--- config.mk ---
export PLATFORM = sky130hd
export DESIGN_NAME = cau_front
export DESIGN_NICKNAME = d
export VERILOG_FILES = /design/src/design/complex_arith_unit_core_defines.svh /design/src/design/cau_pkg.sv /design/src/design/cau_front.sv
export SDC_FILE = /design/constraint.sdc
export NUM_CORES = 2
export LEC_CHECK = 0
export ABC_CLOCK_PERIOD_IN_PS = 22400
export BUFFER_PORTS_ARGS = -buffer_cell sky130_fd_sc_hd__buf_2
export CORE_AREA = 5 5 526 424
export DETAILED_ROUTE_END_ITERATION = 8
export DIE_AREA = 0 0 531 429
export PLACE_DENSITY = 0.6
export SYNTH_ARGS = -nofsm -noshare
export SYNTH_HDL_FRONTEND = slang
export SYNTH_SLANG_ARGS = --single-unit
export TNS_END_PERCENT = 30
--- constraint.sdc ---
create_clock -name clock -period 22.4 [get_ports clock]
set_input_delay 1.12 -clock clock [delete_from_list [all_inputs] [get_ports clock]]
set_output_delay 1.12 -clock clock [all_outputs]
set_load 0.005 [all_outputs]
--- src/design/complex_arith_unit_core_defines.svh ---
// Assertion macros for the complex arithmetic unit.
// Included by the modules that carry concurrent assertions; no other dependencies.
`ifndef COMPLEX_ARITH_UNIT_CORE_DEFINES_SVH
`define COMPLEX_ARITH_UNIT_CORE_DEFINES_SVH

`ifndef SYNTHESIS

// Same-cycle implication, checked on every rising clock edge outside reset.
`define CAU_ASSERT_NOW(lbl, clk, rst, ante, cons) \
   lbl: assert property (@(posedge clk) disable iff (rst) (ante) |-> (cons)) \
      else $error("complex arith unit assertion failed");

// Next-cycle implication.
`define CAU_ASSERT_NEXT(lbl, clk, rst, ante, cons) \
   lbl: assert property (@(posedge clk) disable iff (rst) (ante) |=> (cons)) \
      else $error("complex arith unit assertion failed");

`else

`define CAU_ASSERT_NOW(lbl, clk, rst, ante, cons)
`define CAU_ASSERT_NEXT(lbl, clk, rst, ante, cons)

`endif

`endif

--- src/design/cau_pkg.sv ---
// Shared types, constants and helper functions for the complex arithmetic unit.
// No dependencies.
`timescale 1ns / 1ps

package cau_pkg;

   // Field width and default fraction bits of the Q format.
   localparam int CAU_WIDTH     = 16;
   localparam int CAU_FRAC_BITS = 8;
   localparam int CAU_FRAC_MAX  = 15;

   // Product and magnitude widths.
   localparam int CAU_PW    = 2 * CAU_WIDTH;
   localparam int CAU_SW    = 2 * CAU_WIDTH + 1;
   localparam int CAU_MW    = 2 * CAU_WIDTH;
   // Divider remainder width: holds the shifted numerator and the shifted divisor.
   localparam int CAU_REM_W = 2 * CAU_WIDTH + CAU_FRAC_MAX + 1;

   typedef enum logic [1:0] {
      CAU_CMD_ADD = 2'd0,
      CAU_CMD_SUB = 2'd1,
      CAU_CMD_MUL = 2'd2,
      CAU_CMD_DIV = 2'd3
   } cau_cmd_type;

   typedef struct packed {
      cau_cmd_type                   command;
      logic signed [CAU_WIDTH-1:0]   a_real;
      logic signed [CAU_WIDTH-1:0]   a_imag;
      logic signed [CAU_WIDTH-1:0]   b_real;
      logic signed [CAU_WIDTH-1:0]   b_imag;
   } cau_req_type;

   typedef struct packed {
      logic signed [CAU_WIDTH-1:0]   res_real;
      logic signed [CAU_WIDTH-1:0]   res_imag;
      logic                          div_zero;
      logic                          saturated;
   } cau_rsp_type;

   // One result part of the divider: remainder, quotient so far, sign, overflow.
   typedef struct packed {
      logic [CAU_REM_W-1:0]  rem;
      logic [CAU_WIDTH-1:0]  quo;
      logic                  neg;
      logic                  ovf;
   } cau_lane_type;

   // Item as it travels through the divider cells.
   typedef struct packed {
      cau_lane_type          re;
      cau_lane_type          im;
      logic [CAU_MW-1:0]     den;
      logic                  is_div;
      cau_rsp_type           fixed;
   } cau_div_type;

   typedef struct packed {
      logic                  sat;
      logic [CAU_WIDTH-1:0]  val;
   } cau_clip_type;

   // Saturate a sign-magnitude value to a CAU_WIDTH-bit two's complement part.
   function automatic cau_clip_type cau_clip(input logic neg, input logic [CAU_MW-1:0] mag,
                                             input logic big);
      cau_clip_type r;
      logic [CAU_MW-1:0] lim_neg;
      logic [CAU_MW-1:0] lim_pos;
      lim_neg = CAU_MW'(1) << (CAU_WIDTH - 1);
      lim_pos = lim_neg - CAU_MW'(1);
      if (neg) begin
         if (big || (mag > lim_neg)) begin
            r.sat = 1'b1;
            r.val = lim_neg[CAU_WIDTH-1:0];
         end else begin
            r.sat = 1'b0;
            r.val = -mag[CAU_WIDTH-1:0];
         end
      end else begin
         if (big || (mag > lim_pos)) begin
            r.sat = 1'b1;
            r.val = lim_pos[CAU_WIDTH-1:0];
         end else begin
            r.sat = 1'b0;
            r.val = mag[CAU_WIDTH-1:0];
         end
      end
      return r;
   endfunction

endpackage

--- src/design/cau_front.sv ---
// Front end of the complex arithmetic unit: products, sums, add/sub/multiply results,
// and divider setup. Depends on cau_pkg.
`timescale 1ns / 1ps

module cau_front #(
   parameter int FRAC_BITS = cau_pkg::CAU_FRAC_BITS
) (
   input  logic                 clock,
   input  logic                 reset,
   input  logic                 in_valid,
   output logic                 in_ready,
   input  cau_pkg::cau_req_type in_data,
   output logic                 out_valid,
   input  logic                 out_ready,
   output cau_pkg::cau_div_type out_data
);

   localparam int W  = cau_pkg::CAU_WIDTH;
   localparam int PW = cau_pkg::CAU_PW;
   localparam int SW = cau_pkg::CAU_SW;
   localparam int MW = cau_pkg::CAU_MW;
   localparam int RW = cau_pkg::CAU_REM_W;

   typedef struct packed {
      cau_pkg::cau_cmd_type    cmd;
      logic signed [PW-1:0]    p_rr;
      logic signed [PW-1:0]    p_ii;
      logic signed [PW-1:0]    p_ir;
      logic signed [PW-1:0]    p_ri;
      logic signed [PW-1:0]    d_rr;
      logic signed [PW-1:0]    d_ii;
      logic signed [W:0]       s_re;
      logic signed [W:0]       s_im;
   } st1_type;

   typedef struct packed {
      cau_pkg::cau_cmd_type    cmd;
      logic signed [SW-1:0]    n_re;
      logic signed [SW-1:0]    n_im;
      logic [MW-1:0]           den;
      cau_pkg::cau_clip_type   c_re;
      cau_pkg::cau_clip_type   c_im;
   } st2_type;

   logic                 v1_ff, v2_ff, v3_ff;
   logic                 rdy1, rdy2, rdy3;
   st1_type              s1_ff, s1_in;
   st2_type              s2_ff, s2_in;
   cau_pkg::cau_div_type s3_ff, s3_in;

   // Each stage takes an item when it is empty or its item moves on.
   assign rdy3     = !v3_ff || out_ready;
   assign rdy2     = !v2_ff || rdy3;
   assign rdy1     = !v1_ff || rdy2;
   assign in_ready = rdy1;

   // Stage one: the six partial products and the add/subtract sums.
   always_comb begin
      s1_in.cmd  = in_data.command;
      s1_in.p_rr = PW'(in_data.a_real) * PW'(in_data.b_real);
      s1_in.p_ii = PW'(in_data.a_imag) * PW'(in_data.b_imag);
      s1_in.p_ir = PW'(in_data.a_imag) * PW'(in_data.b_real);
      s1_in.p_ri = PW'(in_data.a_real) * PW'(in_data.b_imag);
      s1_in.d_rr = PW'(in_data.b_real) * PW'(in_data.b_real);
      s1_in.d_ii = PW'(in_data.b_imag) * PW'(in_data.b_imag);
      if (in_data.command == cau_pkg::CAU_CMD_SUB) begin
         s1_in.s_re = (W+1)'(in_data.a_real) - (W+1)'(in_data.b_real);
         s1_in.s_im = (W+1)'(in_data.a_imag) - (W+1)'(in_data.b_imag);
      end else begin
         s1_in.s_re = (W+1)'(in_data.a_real) + (W+1)'(in_data.b_real);
         s1_in.s_im = (W+1)'(in_data.a_imag) + (W+1)'(in_data.b_imag);
      end
   end

   // Stage two: product sums, divisor magnitude and add/subtract saturation.
   always_comb begin
      logic [W:0] m_re;
      logic [W:0] m_im;
      m_re = s1_ff.s_re[W] ? (W+1)'(-s1_ff.s_re) : (W+1)'(s1_ff.s_re);
      m_im = s1_ff.s_im[W] ? (W+1)'(-s1_ff.s_im) : (W+1)'(s1_ff.s_im);
      s2_in.cmd = s1_ff.cmd;
      if (s1_ff.cmd == cau_pkg::CAU_CMD_DIV) begin
         s2_in.n_re = SW'(s1_ff.p_rr) + SW'(s1_ff.p_ii);
         s2_in.n_im = SW'(s1_ff.p_ir) - SW'(s1_ff.p_ri);
      end else begin
         s2_in.n_re = SW'(s1_ff.p_rr) - SW'(s1_ff.p_ii);
         s2_in.n_im = SW'(s1_ff.p_ir) + SW'(s1_ff.p_ri);
      end
      s2_in.den  = MW'($unsigned(s1_ff.d_rr)) + MW'($unsigned(s1_ff.d_ii));
      s2_in.c_re = cau_pkg::cau_clip(s1_ff.s_re[W], MW'(m_re), 1'b0);
      s2_in.c_im = cau_pkg::cau_clip(s1_ff.s_im[W], MW'(m_im), 1'b0);
   end

   // Stage three: multiply scaling and saturation, divider operands and overflow check.
   always_comb begin
      logic [MW-1:0]         a_re;
      logic [MW-1:0]         a_im;
      logic [MW-1:0]         t_re;
      logic [MW-1:0]         t_im;
      logic [RW-1:0]         lim;
      cau_pkg::cau_clip_type k_re;
      cau_pkg::cau_clip_type k_im;
      a_re = s2_ff.n_re[SW-1] ? MW'(-s2_ff.n_re) : MW'(s2_ff.n_re);
      a_im = s2_ff.n_im[SW-1] ? MW'(-s2_ff.n_im) : MW'(s2_ff.n_im);
      t_re = a_re >> FRAC_BITS;
      t_im = a_im >> FRAC_BITS;
      k_re = cau_pkg::cau_clip(s2_ff.n_re[SW-1] && (t_re != '0), t_re, 1'b0);
      k_im = cau_pkg::cau_clip(s2_ff.n_im[SW-1] && (t_im != '0), t_im, 1'b0);
      lim  = RW'(s2_ff.den) << W;

      s3_in.re.rem = RW'(a_re) << FRAC_BITS;
      s3_in.re.quo = '0;
      s3_in.re.neg = s2_ff.n_re[SW-1];
      s3_in.re.ovf = (RW'(a_re) << FRAC_BITS) >= lim;
      s3_in.im.rem = RW'(a_im) << FRAC_BITS;
      s3_in.im.quo = '0;
      s3_in.im.neg = s2_ff.n_im[SW-1];
      s3_in.im.ovf = (RW'(a_im) << FRAC_BITS) >= lim;
      s3_in.den    = s2_ff.den;
      s3_in.is_div = (s2_ff.cmd == cau_pkg::CAU_CMD_DIV) && (s2_ff.den != '0);

      unique case (s2_ff.cmd)
         cau_pkg::CAU_CMD_ADD, cau_pkg::CAU_CMD_SUB: begin
            s3_in.fixed.res_real  = s2_ff.c_re.val;
            s3_in.fixed.res_imag  = s2_ff.c_im.val;
            s3_in.fixed.div_zero  = 1'b0;
            s3_in.fixed.saturated = s2_ff.c_re.sat || s2_ff.c_im.sat;
         end
         cau_pkg::CAU_CMD_MUL: begin
            s3_in.fixed.res_real  = k_re.val;
            s3_in.fixed.res_imag  = k_im.val;
            s3_in.fixed.div_zero  = 1'b0;
            s3_in.fixed.saturated = k_re.sat || k_im.sat;
         end
         default: begin
            // Division by a zero divisor; ignored for a nonzero one.
            s3_in.fixed.res_real  = '0;
            s3_in.fixed.res_imag  = '0;
            s3_in.fixed.div_zero  = 1'b1;
            s3_in.fixed.saturated = 1'b0;
         end
      endcase
   end

   // Stage valid bits.
   always_ff @(posedge clock) begin
      if (reset) begin
         v1_ff <= 1'b0;
         v2_ff <= 1'b0;
         v3_ff <= 1'b0;
      end else begin
         if (rdy1) v1_ff <= in_valid;
         if (rdy2) v2_ff <= v1_ff;
         if (rdy3) v3_ff <= v2_ff;
      end
   end

   // Stage payloads.
   always_ff @(posedge clock) begin
      if (rdy1 && in_valid) s1_ff <= s1_in;
      if (rdy2 && v1_ff) s2_ff <= s2_in;
      if (rdy3 && v2_ff) s3_ff <= s3_in;
   end

   assign out_valid = v3_ff;
   assign out_data  = s3_ff;

endmodule

==> results.txt <==
Cell Chain, Critical Path: buf_2 -> buf_4 -> clkinv_1 -> nor2_1 -> fa_1 -> fa_1 -> fa_1 -> fa_1 -> fa_1 -> inv_1 -> fa_1 -> inv_1 -> ha_1 -> a21o_1 -> a21o_1 -> a21oi_1 -> o21bai_1 -> a21oi_1 -> o211ai_1 -> nand2_1 -> o2111ai_1 -> a21oi_1 -> xnor2_1
first-pass GRT wire length: 382 mm
clock root buffer: clkbuf_16
CTS tree: yes
Worst Setup SP: in_data[17]
DRC Markers: 0
Top cell by count, worst path: fa_1
Hold-fix buffers, CTS: 0
IO Port Bufs: 206
WL/cell: 20.5 um
Num CTS Buffers: 56
Die X-Extent: 531 um
CP endpoint: s1_ff[97]
antenna-violating nets left: 0
most frequent cells in the layout: inv_1, fa_1, nand2_1
initial antenna violation count: 28
CP max-delay cell: fa_1
CORE AREA: 217000 um2
Synth Flop Type: edfxtp_1
Bufs on Longest Clock Path: 3
synthesized area: 86500 um2
Critical Path Fanout Max: 50
total global routing overflow: 0
Setup CP Type: in -> reg
share of the yosys chip area belonging to registers: 0.173
postcts setup bufs: 0
fin. max-slew vios: 0
DIE AREA: 228000 um2
Reg2Reg Depth: 17
RSZ-0062 raised after global routing: false
Area Growth Syn to Fin: 6.62%
Crit path largest cell delay: 0.95 ns
vias in the first global route: 64400
Total GRT Usage: 0.216
WL final: 244 mm
Final min period: 7.94 ns
Die Y: 429 um
Layout Nets: 11300
slew margin rel.: 0.168
post-DP HPWL: 194 mm
synth top area cells: fa_1, edfxtp_1, ha_1
ratio of final minimum period to clock period: 0.355
fillers: 21000
CP Launch Type: input pin
Placer Congestion: 0.936
Fmax: 126 MHz
Detailed Route Iter0 Violations: 4753
Yosys top cell area share: 0.352
final hold violation count: 0
layout cells sized above 1: 0.0512
R2R Setup Slk: 16.25 ns
YS warnings: 0
Clock Sinks: 498
Setup TNS: 0 ns
Via density: 5.16
final setup vio count: 0
CP arrival: 8.35 ns
row cnt: 153
via count: 61400
commonest non-fill, non-tap cell in the layout: inv_1
Syn Area/Cell: 9.64 um2
Post-Syn Instances: 8971
initial core utilization: 0.399
largest net degree at the start of global routing: 146
Worst-Skew Late Latency: 0.66 ns
RR Endpoint: s2_ff[94]
worst hold path type: reg -> reg
post-synth top area cell: fa_1
# H-tree levels: 2
Critical Path RT: 22.81 ns
worst-margin pin slew: 1.24 ns
Post-synth EDFFs: 495
#FFs+latches synth: 498
drt pass-1 iters: 6
Worst setup EP type: register
Post-synth ARST share: 0
Worst R2R Start: s1_ff[100]
post-synthesis cell type count: 95
CTS resizes: 0
clock transition at the registers of the reported paths: 0.07 ns
IO Count: 271
status: completed
clk_skew: 0.0443 ns
Max Cap Violations: 0
[metrics by stage]
step	worst slack, ns	cells	utilization	instance area, um2	hold slack, ns
after floorplan	8.97	9034	-	86700	0.427
after global placement	13.98	11800	0.417	90300	0.443
after detailed placement	13.76	11800	0.417	90300	0.441
after CTS	14.49	11900	0.425	92200	0.455
after global routing	14.02	11900	0.425	92200	0.469
final	14.46	11900	0.425	92200	0.463
[synth_stat cells, drive strengths merged (12+ instances only)]
library cell,instances
edfxtp,495
or2,26
a21oi,283
fa,1520
o41ai,27
o21a,59
a21boi,13
a211oi,23
nor2,431
mux2i,16
xor2,151
or4,20
a31o,15
or3,47
o21bai,37
clkbuf,309
and3,38
o211ai,18
xnor2,398
inv,1879
nor4,34
a22o,12
a32o,12
and2,542
a21o,126
o21ai,194
nand2b,63
ha,706
nor3,96
o31ai,43
nand3,86
nand2,817
buf,95
a31oi,30
nor2b,63
nand4,45
[how the worst min path moves through the flow]
| stage | slack [ns] | cells after the start | from | to |
|---|---|---|---|---|
| 2_1_floorplan | 0.43 | 0 | s2_ff[58] | out_data[59] |
| 3_3_place_gp | 0.44 | 0 | s2_ff[65] | out_data[66] |
| 5_1_grt | 0.47 | 0 | s2_ff[65] | out_data[66] |
| 6_report | 0.46 | 0 | s2_ff[65] | out_data[66] |
| 4_1_cts | 0.46 | 0 | s2_ff[65] | out_data[66] |
| 3_5_place_dp | 0.44 | 0 | s2_ff[65] | out_data[66] |
[critical path: cells and delay by family]
kind                     cells  cell delay (ns)
adder cells (fa/ha/maj)      7             3.89
AO/OA/AOI/OAI                8             1.49
XOR/XNOR                     1             0.08
buffers and inverters        5             1.24
AND/OR/NAND/NOR              2             0.55
[state kept, by name (all words and copies together) (netlist names)]
| register | cells |
|---|---|
| s1_ff | 226 |
| out_data | 135 |
| s2_ff | 134 |
| out_valid | 1 |
| v1_ff | 1 |
| v2_ff | 1 |
[final cells by class]
type                    instances  area [um2]  share of cell area
diodes                          6        15.0            0.000163
clock buffers                  61        1420              0.0154
clock inverters                41         470             0.00510
inverters                    1889        7090              0.0769
multi-input cells            6243       63000               0.683
flip-flops and latches        498       14900               0.162
well taps                    2867        3590              0.0389
repair buffers                297        1730              0.0187
[cell families (layout without fill, tap and decap cells)]
logic type	Yosys count	after routing	synth area share
flip-flops	498	498	0.173
AND/OR/NAND/NOR	2348	2348	0.133
AO/OA/AOI/OAI	1033	1033	0.0795
adder cells (fa/ha/maj)	2226	2226	0.454
XOR/XNOR	549	549	0.0557
multiplexers	23	23	0.00276
other	1	70	0.0000434
buffers and inverters	2293	2288	0.102
[metal layers]
layer | global-route usage | wire length [um] | vias to the layer above
met1 | 0.315 | 111000 | 31200
met4 | 0.0559 | 7380 | 10
li1 | - | - | 28000
met3 | 0.0350 | 18200 | 256
met2 | 0.335 | 108000 | 1973
met5 | 0 | 69 | -
Power is not shown: default switching activity piles up to over one toggle a cycle in this logic, so the estimate is an artifact.
