### config.mk
export PLATFORM = sky130hd
export DESIGN_NAME = cau_div_cell
export DESIGN_NICKNAME = d
export VERILOG_FILES = /design/src/design/complex_arith_unit_core_defines.svh /design/src/design/cau_pkg.sv /design/src/design/cau_div_cell.sv
export SDC_FILE = /design/constraint.sdc
export NUM_CORES = 1
export LEC_CHECK = 0
export ABC_AREA = 1
export BUFFER_PORTS_ARGS = -buffer_cell sky130_fd_sc_hd__clkbuf_2
export CAP_MARGIN = 20
export CORE_MARGIN = 2
export CORE_UTILIZATION = 35
export CTS_BUF_LIST = sky130_fd_sc_hd__clkbuf_2 sky130_fd_sc_hd__clkbuf_4 sky130_fd_sc_hd__clkbuf_8
export CTS_CLUSTER_SIZE = 25
export DETAILED_ROUTE_END_ITERATION = 7
export GPL_TIMING_DRIVEN = 0
export PLACE_DENSITY = 0.63
export RECOVER_POWER = 25
export SYNTH_ARGS = -nofsm -noshare
export SYNTH_HDL_FRONTEND = slang
export SYNTH_SLANG_ARGS = --single-unit
### constraint.sdc
create_clock -name clock -period 16 [get_ports clock]
set_input_delay 1.6 -clock clock [delete_from_list [all_inputs] [get_ports clock]]
set_output_delay 1.6 -clock clock [all_outputs]
set_load 0.02 [all_outputs]
### src/design/complex_arith_unit_core_defines.svh
// Assertion macros for the complex arithmetic unit.
// Included by the modules that carry concurrent assertions; no other dependencies.
`ifndef COMPLEX_ARITH_UNIT_CORE_DEFINES_SVH
`define COMPLEX_ARITH_UNIT_CORE_DEFINES_SVH

`ifndef SYNTHESIS

// Same-cycle implication, checked on every rising clock edge outside reset.
`define CAU_ASSERT_NOW(lbl, clk, rst, ante, cons) \
   lbl: assert property (@(posedge clk) disable iff (rst) (ante) |-> (cons)) \
      else $error("complex arith unit assertion failed");

// Next-cycle implication.
`define CAU_ASSERT_NEXT(lbl, clk, rst, ante, cons) \
   lbl: assert property (@(posedge clk) disable iff (rst) (ante) |=> (cons)) \
      else $error("complex arith unit assertion failed");

`else

`define CAU_ASSERT_NOW(lbl, clk, rst, ante, cons)
`define CAU_ASSERT_NEXT(lbl, clk, rst, ante, cons)

`endif

`endif

### src/design/cau_pkg.sv
// Shared types, constants and helper functions for the complex arithmetic unit.
// No dependencies.
`timescale 1ns / 1ps

package cau_pkg;

   // Field width and default fraction bits of the Q format.
   localparam int CAU_WIDTH     = 16;
   localparam int CAU_FRAC_BITS = 8;
   localparam int CAU_FRAC_MAX  = 15;

   // Product and magnitude widths.
   localparam int CAU_PW    = 2 * CAU_WIDTH;
   localparam int CAU_SW    = 2 * CAU_WIDTH + 1;
   localparam int CAU_MW    = 2 * CAU_WIDTH;
   // Divider remainder width: holds the shifted numerator and the shifted divisor.
   localparam int CAU_REM_W = 2 * CAU_WIDTH + CAU_FRAC_MAX + 1;

   typedef enum logic [1:0] {
      CAU_CMD_ADD = 2'd0,
      CAU_CMD_SUB = 2'd1,
      CAU_CMD_MUL = 2'd2,
      CAU_CMD_DIV = 2'd3
   } cau_cmd_type;

   typedef struct packed {
      cau_cmd_type                   command;
      logic signed [CAU_WIDTH-1:0]   a_real;
      logic signed [CAU_WIDTH-1:0]   a_imag;
      logic signed [CAU_WIDTH-1:0]   b_real;
      logic signed [CAU_WIDTH-1:0]   b_imag;
   } cau_req_type;

   typedef struct packed {
      logic signed [CAU_WIDTH-1:0]   res_real;
      logic signed [CAU_WIDTH-1:0]   res_imag;
      logic                          div_zero;
      logic                          saturated;
   } cau_rsp_type;

   // One result part of the divider: remainder, quotient so far, sign, overflow.
   typedef struct packed {
      logic [CAU_REM_W-1:0]  rem;
      logic [CAU_WIDTH-1:0]  quo;
      logic                  neg;
      logic                  ovf;
   } cau_lane_type;

   // Item as it travels through the divider cells.
   typedef struct packed {
      cau_lane_type          re;
      cau_lane_type          im;
      logic [CAU_MW-1:0]     den;
      logic                  is_div;
      cau_rsp_type           fixed;
   } cau_div_type;

   typedef struct packed {
      logic                  sat;
      logic [CAU_WIDTH-1:0]  val;
   } cau_clip_type;

   // Saturate a sign-magnitude value to a CAU_WIDTH-bit two's complement part.
   function automatic cau_clip_type cau_clip(input logic neg, input logic [CAU_MW-1:0] mag,
                                             input logic big);
      cau_clip_type r;
      logic [CAU_MW-1:0] lim_neg;
      logic [CAU_MW-1:0] lim_pos;
      lim_neg = CAU_MW'(1) << (CAU_WIDTH - 1);
      lim_pos = lim_neg - CAU_MW'(1);
      if (neg) begin
         if (big || (mag > lim_neg)) begin
            r.sat = 1'b1;
            r.val = lim_neg[CAU_WIDTH-1:0];
         end else begin
            r.sat = 1'b0;
            r.val = -mag[CAU_WIDTH-1:0];
         end
      end else begin
         if (big || (mag > lim_pos)) begin
            r.sat = 1'b1;
            r.val = lim_pos[CAU_WIDTH-1:0];
         end else begin
            r.sat = 1'b0;
            r.val = mag[CAU_WIDTH-1:0];
         end
      end
      return r;
   endfunction

endpackage

### src/design/cau_div_cell.sv
// One cell of the divider chain: a restoring step for both result parts.
// Depends on cau_pkg.
`timescale 1ns / 1ps

module cau_div_cell #(
   parameter int SHIFT = 0
) (
   input  logic                 clock,
   input  logic                 reset,
   input  logic                 in_valid,
   output logic                 in_ready,
   input  cau_pkg::cau_div_type in_data,
   output logic                 out_valid,
   input  logic                 out_ready,
   output cau_pkg::cau_div_type out_data
);

   localparam int W  = cau_pkg::CAU_WIDTH;
   localparam int RW = cau_pkg::CAU_REM_W;

   logic                 valid_ff;
   cau_pkg::cau_div_type data_ff, data_in;

   assign in_ready = !valid_ff || out_ready;

   // Compare each remainder with the divisor at this cell's bit weight.
   always_comb begin
      logic [RW-1:0] dsh;
      dsh     = RW'(in_data.den) << SHIFT;
      data_in = in_data;
      if (in_data.re.rem >= dsh) begin
         data_in.re.rem = in_data.re.rem - dsh;
         data_in.re.quo = {in_data.re.quo[W-2:0], 1'b1};
      end else begin
         data_in.re.quo = {in_data.re.quo[W-2:0], 1'b0};
      end
      if (in_data.im.rem >= dsh) begin
         data_in.im.rem = in_data.im.rem - dsh;
         data_in.im.quo = {in_data.im.quo[W-2:0], 1'b1};
      end else begin
         data_in.im.quo = {in_data.im.quo[W-2:0], 1'b0};
      end
   end

   always_ff @(posedge clock) begin
      if (reset) begin
         valid_ff <= 1'b0;
      end else if (in_ready) begin
         valid_ff <= in_valid;
      end
   end

   always_ff @(posedge clock) begin
      if (in_ready && in_valid) data_ff <= data_in;
   end

   assign out_valid = valid_ff;
   assign out_data  = data_ff;

endmodule

==> impl_metrics.tcl, run 1 <==
set metrics [dict create \
    synth_edf_count 199 \
    pwr-share-clk_pct 25.6 \
    fin_crit_sh_pct 25.9 \
    gp_congestion 0.960 \
    synthCells 1954 \
    ys.warnings.count 0 \
    cts.repair.resized 0 \
    grt_usage_pct 24.8 \
    p_switching_uw 500 \
    tritoncts "done" \
    run_status "finished with violations" \
    synth_cell_types 33 \
    multi_input_area_sq_um 6390 \
    placed_cell_area_sq_um 16900 \
    finalHoldViolCount 0 \
    crit_required_ns 16.21 \
    drtIter0Drc 812 \
    syn_to_final_growth_pct 22.7 \
    core-area_sq_um 39600 \
    swShare_pct 35.4 \
    die_h_um 204 \
    placed_cells 2887 \
    worstMarginPinSlew_ns 1.69 \
    finalSetupViolCount 0 \
    cap_violations 1 \
    final_cells 2921 \
    peakVddDrop_v 0.0000524 \
    slew_violations 27 \
    antenna_left 0 \
    rsz0062_at_grt "false" \
    failed_checks "max-capacitance violations, max-slew violations" \
    dieArea_sq_um 41700 \
    clock_latency_ns 0.52 \
    drc 0 \
    seq_area_sq_um 6000 \
    fmax_mhz 241 \
    syn_area_per_cell_sq_um 7.18 \
    drt_wl_total_mm 51.8 \
    intPower_uw 915 \
    grt_pass1_wl_mm 77.1 \
    initial_core_util_pct 35.4 \
    p_leak_uw 0.00893 \
    io_buffer_count 401 \
    hp-class "flip-flop to flip-flop" \
    cts_root_buffer "clkbuf_8" \
    holdBufCountCts 0 \
    syn-cell-area_sq_um 14000 \
    synth_flop_cell "edfxtp_1" \
    first_pass_iters 5 \
    ys_seq_area_share_pct 42.7 \
    cp.arrival_ns 4.36 \
    crit_path_end_kind "flip-flop" \
    cp-start-kind "input pin" \
    drive_above_1_share_pct 19.0 \
    wl_per_cell_um 17.7 \
    grt_pass1_vias 13468 \
    final_nets 2650 \
    die_w_um 204 \
    ctsHtreeMaxLevel 4 \
    final_area_sq_um 17200 \
    vias_per_cell 4.72 \
    grt_start_max_net_pins 32 \
    finClkSkew_ns 0.0200 \
    place_hpwl_mm 44.4 \
    critPathMaxFanout 31 \
    final.min_clock_period_ns 4.15 \
    seqPwrFrac_pct 45.4 \
    power.total_uw 1420 \
    combPwrFrac_pct 29.0 \
    cts_buffers 17 \
    ys_ff_latch 200 \
    path_clk_slew_ns 0.11 \
    rows 73 \
    io_pins 404 \
    power.density_nw_per_um2 82.2 \
    vias 13774 \
    slew_headroom_pct -12.6 \
    grt_antenna_before_repair 3 \
    grt_overflow 0 \
    fill_cells 4167 \
    cts_setup_buffers 0 \
    syn_nets 2223 \
    cts.sink_count 200 \
    cts_buffer_depth 2 \
    crit_type "input pin to flip-flop" \
    synthArstFlopShare_pct 0 \
]
## final timing paths
| path | depth (start not counted) | endpoint | slack [ns] | start |
|---|---|---|---|---|
| max reg2reg | 5 | out_data[117]$_DFFE_PP_ | 12.68 | out_valid$_SDFFE_PP0N_ |
| min | 2 | out_valid$_SDFFE_PP0N_ | 0.52 | out_valid$_SDFFE_PP0N_ |
| max | 7 | out_data[117]$_DFFE_PP_ | 11.85 | in_valid |
| min reg2reg | 2 | out_valid$_SDFFE_PP0N_ | 0.52 | out_valid$_SDFFE_PP0N_ |
## Yosys cell counts (2+ instances only)
cell type  count  share of area, %
nand2_1      765                20
inv_1        395                11
edfxtp_1     199                43
nor2_1       153               4.1
nand3_1      107               3.8
ha_1          64               5.7
a21oi_1       55               2.0
o21ai_0       34               1.2
xnor2_1       31               1.9
nand4_1       27               1.2
o21ai_1       22              0.78
nand3b_1      18              0.96
nor3_1        18              0.64
a21oi_2       11              0.69
buf_6          9              0.72
buf_2          7              0.25
nand2_2        6              0.27
nor2_2         6              0.27
xor2_1         4              0.25
and2_1         3              0.13
o21ai_2        3              0.19
a21boi_0       2              0.11
fa_1           2              0.29
inv_2          2             0.053
nand3_4        2              0.25
o21bai_1       2              0.11
## per-layer routing
| metal | vias to the layer above | part of all wire [%] | track usage, % |
|---|---|---|---|
| met5 | - | 0.025 | 0 |
| met4 | 2 | 3.0 | 8.80 |
| li1 | 6971 | - | - |
| met1 | 6303 | 41 | 29.3 |
| met3 | 69 | 5.3 | 3.97 |
| met2 | 429 | 50 | 45.3 |
## critical path: stages
cell and delay, ns:
clkbuf_2 0.08, inv_1 0.04, a21oi_1 0.90, clkbuf_1 0.95
buf_12 0.30, buf_12 0.23, buf_12 0.22
## power groups by stage
stage	sequential, uW	combinational (uW)	clock [uW]
floorplan	719	199	0
global placement	671	405	0
detailed placement	655	413	0
CTS	643	415	376
global route	647	453	392
finish	643	411	362
## cell families after synthesis
family,Yosys count,synth area share (%)
compound gates,130,5.10
xor+xnor,35,2.18
fa+ha+maj,66,5.99
buf+inv,415,11.7
flops,200,42.7
simple gates,1108,32.3
## final cells by class
class / count / share of cell area (%)
antenna: 2 / 0.0291
buffer: 17 / 0.879
clock buffer: 18 / 1.44
clock inverter: 14 / 1.17
inverter: 398 / 8.69
multi-input combinational: 1339 / 37.1
sequential: 200 / 34.8
tap: 525 / 3.81
timing repair buffer: 408 / 12.0
## per-stage QoR
stage	setup TNS, ns	hold WS, ns	utilization, %	setup WS [ns]
3_5_place_dp	0	0.534	42.5	11.49
4_1_cts	0	0.550	43.7	12.09
6_report	0	0.519	43.4	11.85
5_1_grt	0	0.548	43.4	11.58
3_3_place_gp	-33.65	0.491	42.1	-0.189
2_1_floorplan	0	0.705	-	3.98
## sequential cells by signal, summed over array words and instances (netlist names)
name	cells
out_valid	1
out_data	199
## cells in the final DEF (no fill, tap or decap), types with 5 or more instances in the layout
master | Yosys | final
nand3b_1 | 18 | 18
nand2_1 | 765 | 765
buf_12 | 0 | 5
buf_2 | 7 | 7
clkbuf_1 | 0 | 35
clkbuf_8 | 0 | 18
a21oi_1 | 55 | 55
o21ai_1 | 22 | 22
buf_6 | 9 | 9
edfxtp_1 | 199 | 199
nor2_2 | 6 | 6
ha_1 | 64 | 64
o21ai_0 | 34 | 34
xnor2_1 | 31 | 31
clkbuf_2 | 0 | 368
a21oi_2 | 11 | 11
nand2_2 | 6 | 6
nor2_1 | 153 | 153
nor3_1 | 18 | 18
nand3_1 | 107 | 107
inv_1 | 395 | 395
nand4_1 | 27 | 27
(Power assumes the default switching activity.)
==> run 2: changes to the inputs <==
clock period = 3.9 ns   (was 16 ns; I/O delays follow)
==> impl_metrics.tcl, run 2 (same netlist as run 1, synthesis figures left out) <==
set metrics [dict create \
    run_status "finished with violations" \
    failed_checks "max-capacitance violations, max-slew violations" \
    wl_per_cell_um 17.6 \
    grt_pass1_wl_mm 77.0 \
    worstHoldStart "in_data[135]" \
    peakVddDrop_v 0.000205 \
    initial_core_util_pct 35.4 \
    first_pass_iters 6 \
    io_pins 404 \
    worstMarginPinSlew_ns 1.64 \
    largest_reg_flops 199 \
    die_h_um 204 \
    holdPathEnd "out_data[136]$_DFFE_PP_" \
    regToRegSetupSlack_ns 1.00 \
    finalSetupViolCount 0 \
    finClkSkew_ns 0.0140 \
    grt_usage_pct 25.0 \
    rsz0062_at_grt "false" \
    hp-class "input pin to flip-flop" \
    reg2reg_to "out_data[158]$_DFFE_PP_" \
    clock_latency_ns 0.55 \
    seq_area_sq_um 6000 \
    cts_setup_buffers 0 \
    cts_root_buffer "clkbuf_8" \
    place_hpwl_mm 44.7 \
    drt_wl_total_mm 52.7 \
    cap_violations 1 \
    critPathMaxFanout 10 \
    cp-start-kind "input pin" \
    die_w_um 204 \
    ctsHtreeMaxLevel 4 \
    layout.cells.most_common_list "nand2_1, inv_1, clkbuf_2" \
    syn_to_final_growth_pct 27.8 \
    power.total_uw 5860 \
    grt_overflow 0 \
    grt_antenna_before_repair 3 \
    cts_buffers 17 \
    vias_per_cell 4.65 \
    cp.arrival_ns 3.50 \
    p_leak_uw 0.00922 \
    rr_startpoint "out_valid$_SDFFE_PP0N_" \
    multi_input_area_sq_um 6390 \
    finalHoldViolCount 0 \
    dieArea_sq_um 41700 \
    grt_start_max_net_pins 32 \
    drive_above_1_share_pct 18.5 \
    slew_headroom_pct -9.51 \
    drtIter0Drc 804 \
    crit_path_end_kind "flip-flop" \
    crit_type "input pin to flip-flop" \
    antenna_left 0 \
    path_clk_slew_ns 0.12 \
    drc 0 \
    io_buffer_count 401 \
    gp_congestion 0.955 \
    core-area_sq_um 39600 \
    worstRegToRegCells 3 \
    fill_cells 4136 \
    fin_crit_sh_pct 83.2 \
    crit_required_ns 4.16 \
    final_cells 2990 \
    layout_commonest_cell "nand2_1" \
    fmax_mhz 308 \
    min_path_cells 1 \
    cts.sink_count 200 \
    final.min_clock_period_ns 3.25 \
    vias 13916 \
    post-place-ws_ns 0.600 \
    rows 73 \
    tritoncts "done" \
    grt_pass1_vias 13485 \
    final_nets 2720 \
    setup_ws_ns 0.655 \
    slew_violations 29 \
    cts_buffer_depth 2 \
    placed_cells 2887 \
    power.density_nw_per_um2 326 \
]
## run 2: changes by cell type in the layout (fill, tap and decap cells not counted)
cell,previous run,this run
dlygate4sd3_1,0,70
inv_6,4,1
clkbuf_2,368,366
clkinv_4,0,2
clkinv_8,4,6
inv_12,0,2
buf_16,0,1
bufinv_16,2,1
clkbuf_1,35,36
clkbuf_8,18,17
clkinvlp_4,1,0
diode_2,2,1
inv_1,395,394
inv_2,2,3
## run 2: worst max path at each step
stage          cells past startpoint  slack [ns]                      end                    from
4_1_cts                           14        0.71  out_data[168]$_DFFE_PP_             in_data[40]
2_1_floorplan                      1       -0.26    out_data[0]$_DFFE_PP_  out_valid$_SDFFE_PP0N_
6_report                          14        0.65  out_data[168]$_DFFE_PP_             in_data[40]
5_1_grt                           14        0.51  out_data[168]$_DFFE_PP_             in_data[41]
3_3_place_gp                       3       -1.62  out_data[165]$_DFFE_PP_                in_valid
3_5_place_dp                      16        0.60  out_data[102]$_DFFE_PP_             in_data[35]
## run 2: routing by layer
metal | up-vias | part of all wire [%] | global-route usage (%)
met5 | - | 0.025 | 0
met4 | 2 | 3.6 | 10.8
met3 | 81 | 5.2 | 4.02
met2 | 431 | 50 | 44.9
met1 | 6304 | 41 | 29.4
li1 | 7098 | - | -
## run 2: metrics by stage
step                      setup TNS, ns  instance area, sq um  hold slack [ns]  utilization (%)
after floorplan                  -50.79                 14100            0.449                -
after global placement          -314.55                 16700            0.502             42.2
after detailed placement              0                 16900            0.530             42.5
after CTS                             0                 18000          0.00169             45.5
after global routing                  0                 17900          0.00405             45.3
final                                 0                 17900           0.0388             45.3
## run 2: layout make-up
cell class	count	share of cell area [%]
clock inverters	15	1.23
well taps	525	3.66
repair buffers	478	15.6
inverters	398	8.34
plain buffers	17	0.844
flip-flops and latches	200	33.4
diodes	1	0.0139
clock buffers	17	1.30
multi-input cells	1339	35.6
## run 2: report_power, final
part           switching, uW  total, uW  internal (uW)  leakage (uW)
Clock                    904       1470            567      0.000223
Combinational           1170       1750            584       0.00707
Sequential              46.9       2640           2590       0.00193
## run 2: critical path, stage by stage
cell and delay (ns):
dlygate4sd3_1 0.54, clkbuf_1 0.12, inv_1 0.13, ha_1 0.39
nand2_1 0.12, nor2_1 0.16, inv_1 0.07, nor3_1 0.51
a21oi_1 0.23, nand3_4 0.25, inv_2 0.08, buf_2 0.25
nand2_1 0.09, o21ai_0 0.17
## run 2: repair_timing
item                      CTS  global route
hold buffers               70             0
hold endpoints to repair   70             0
gates resized for setup     0             0
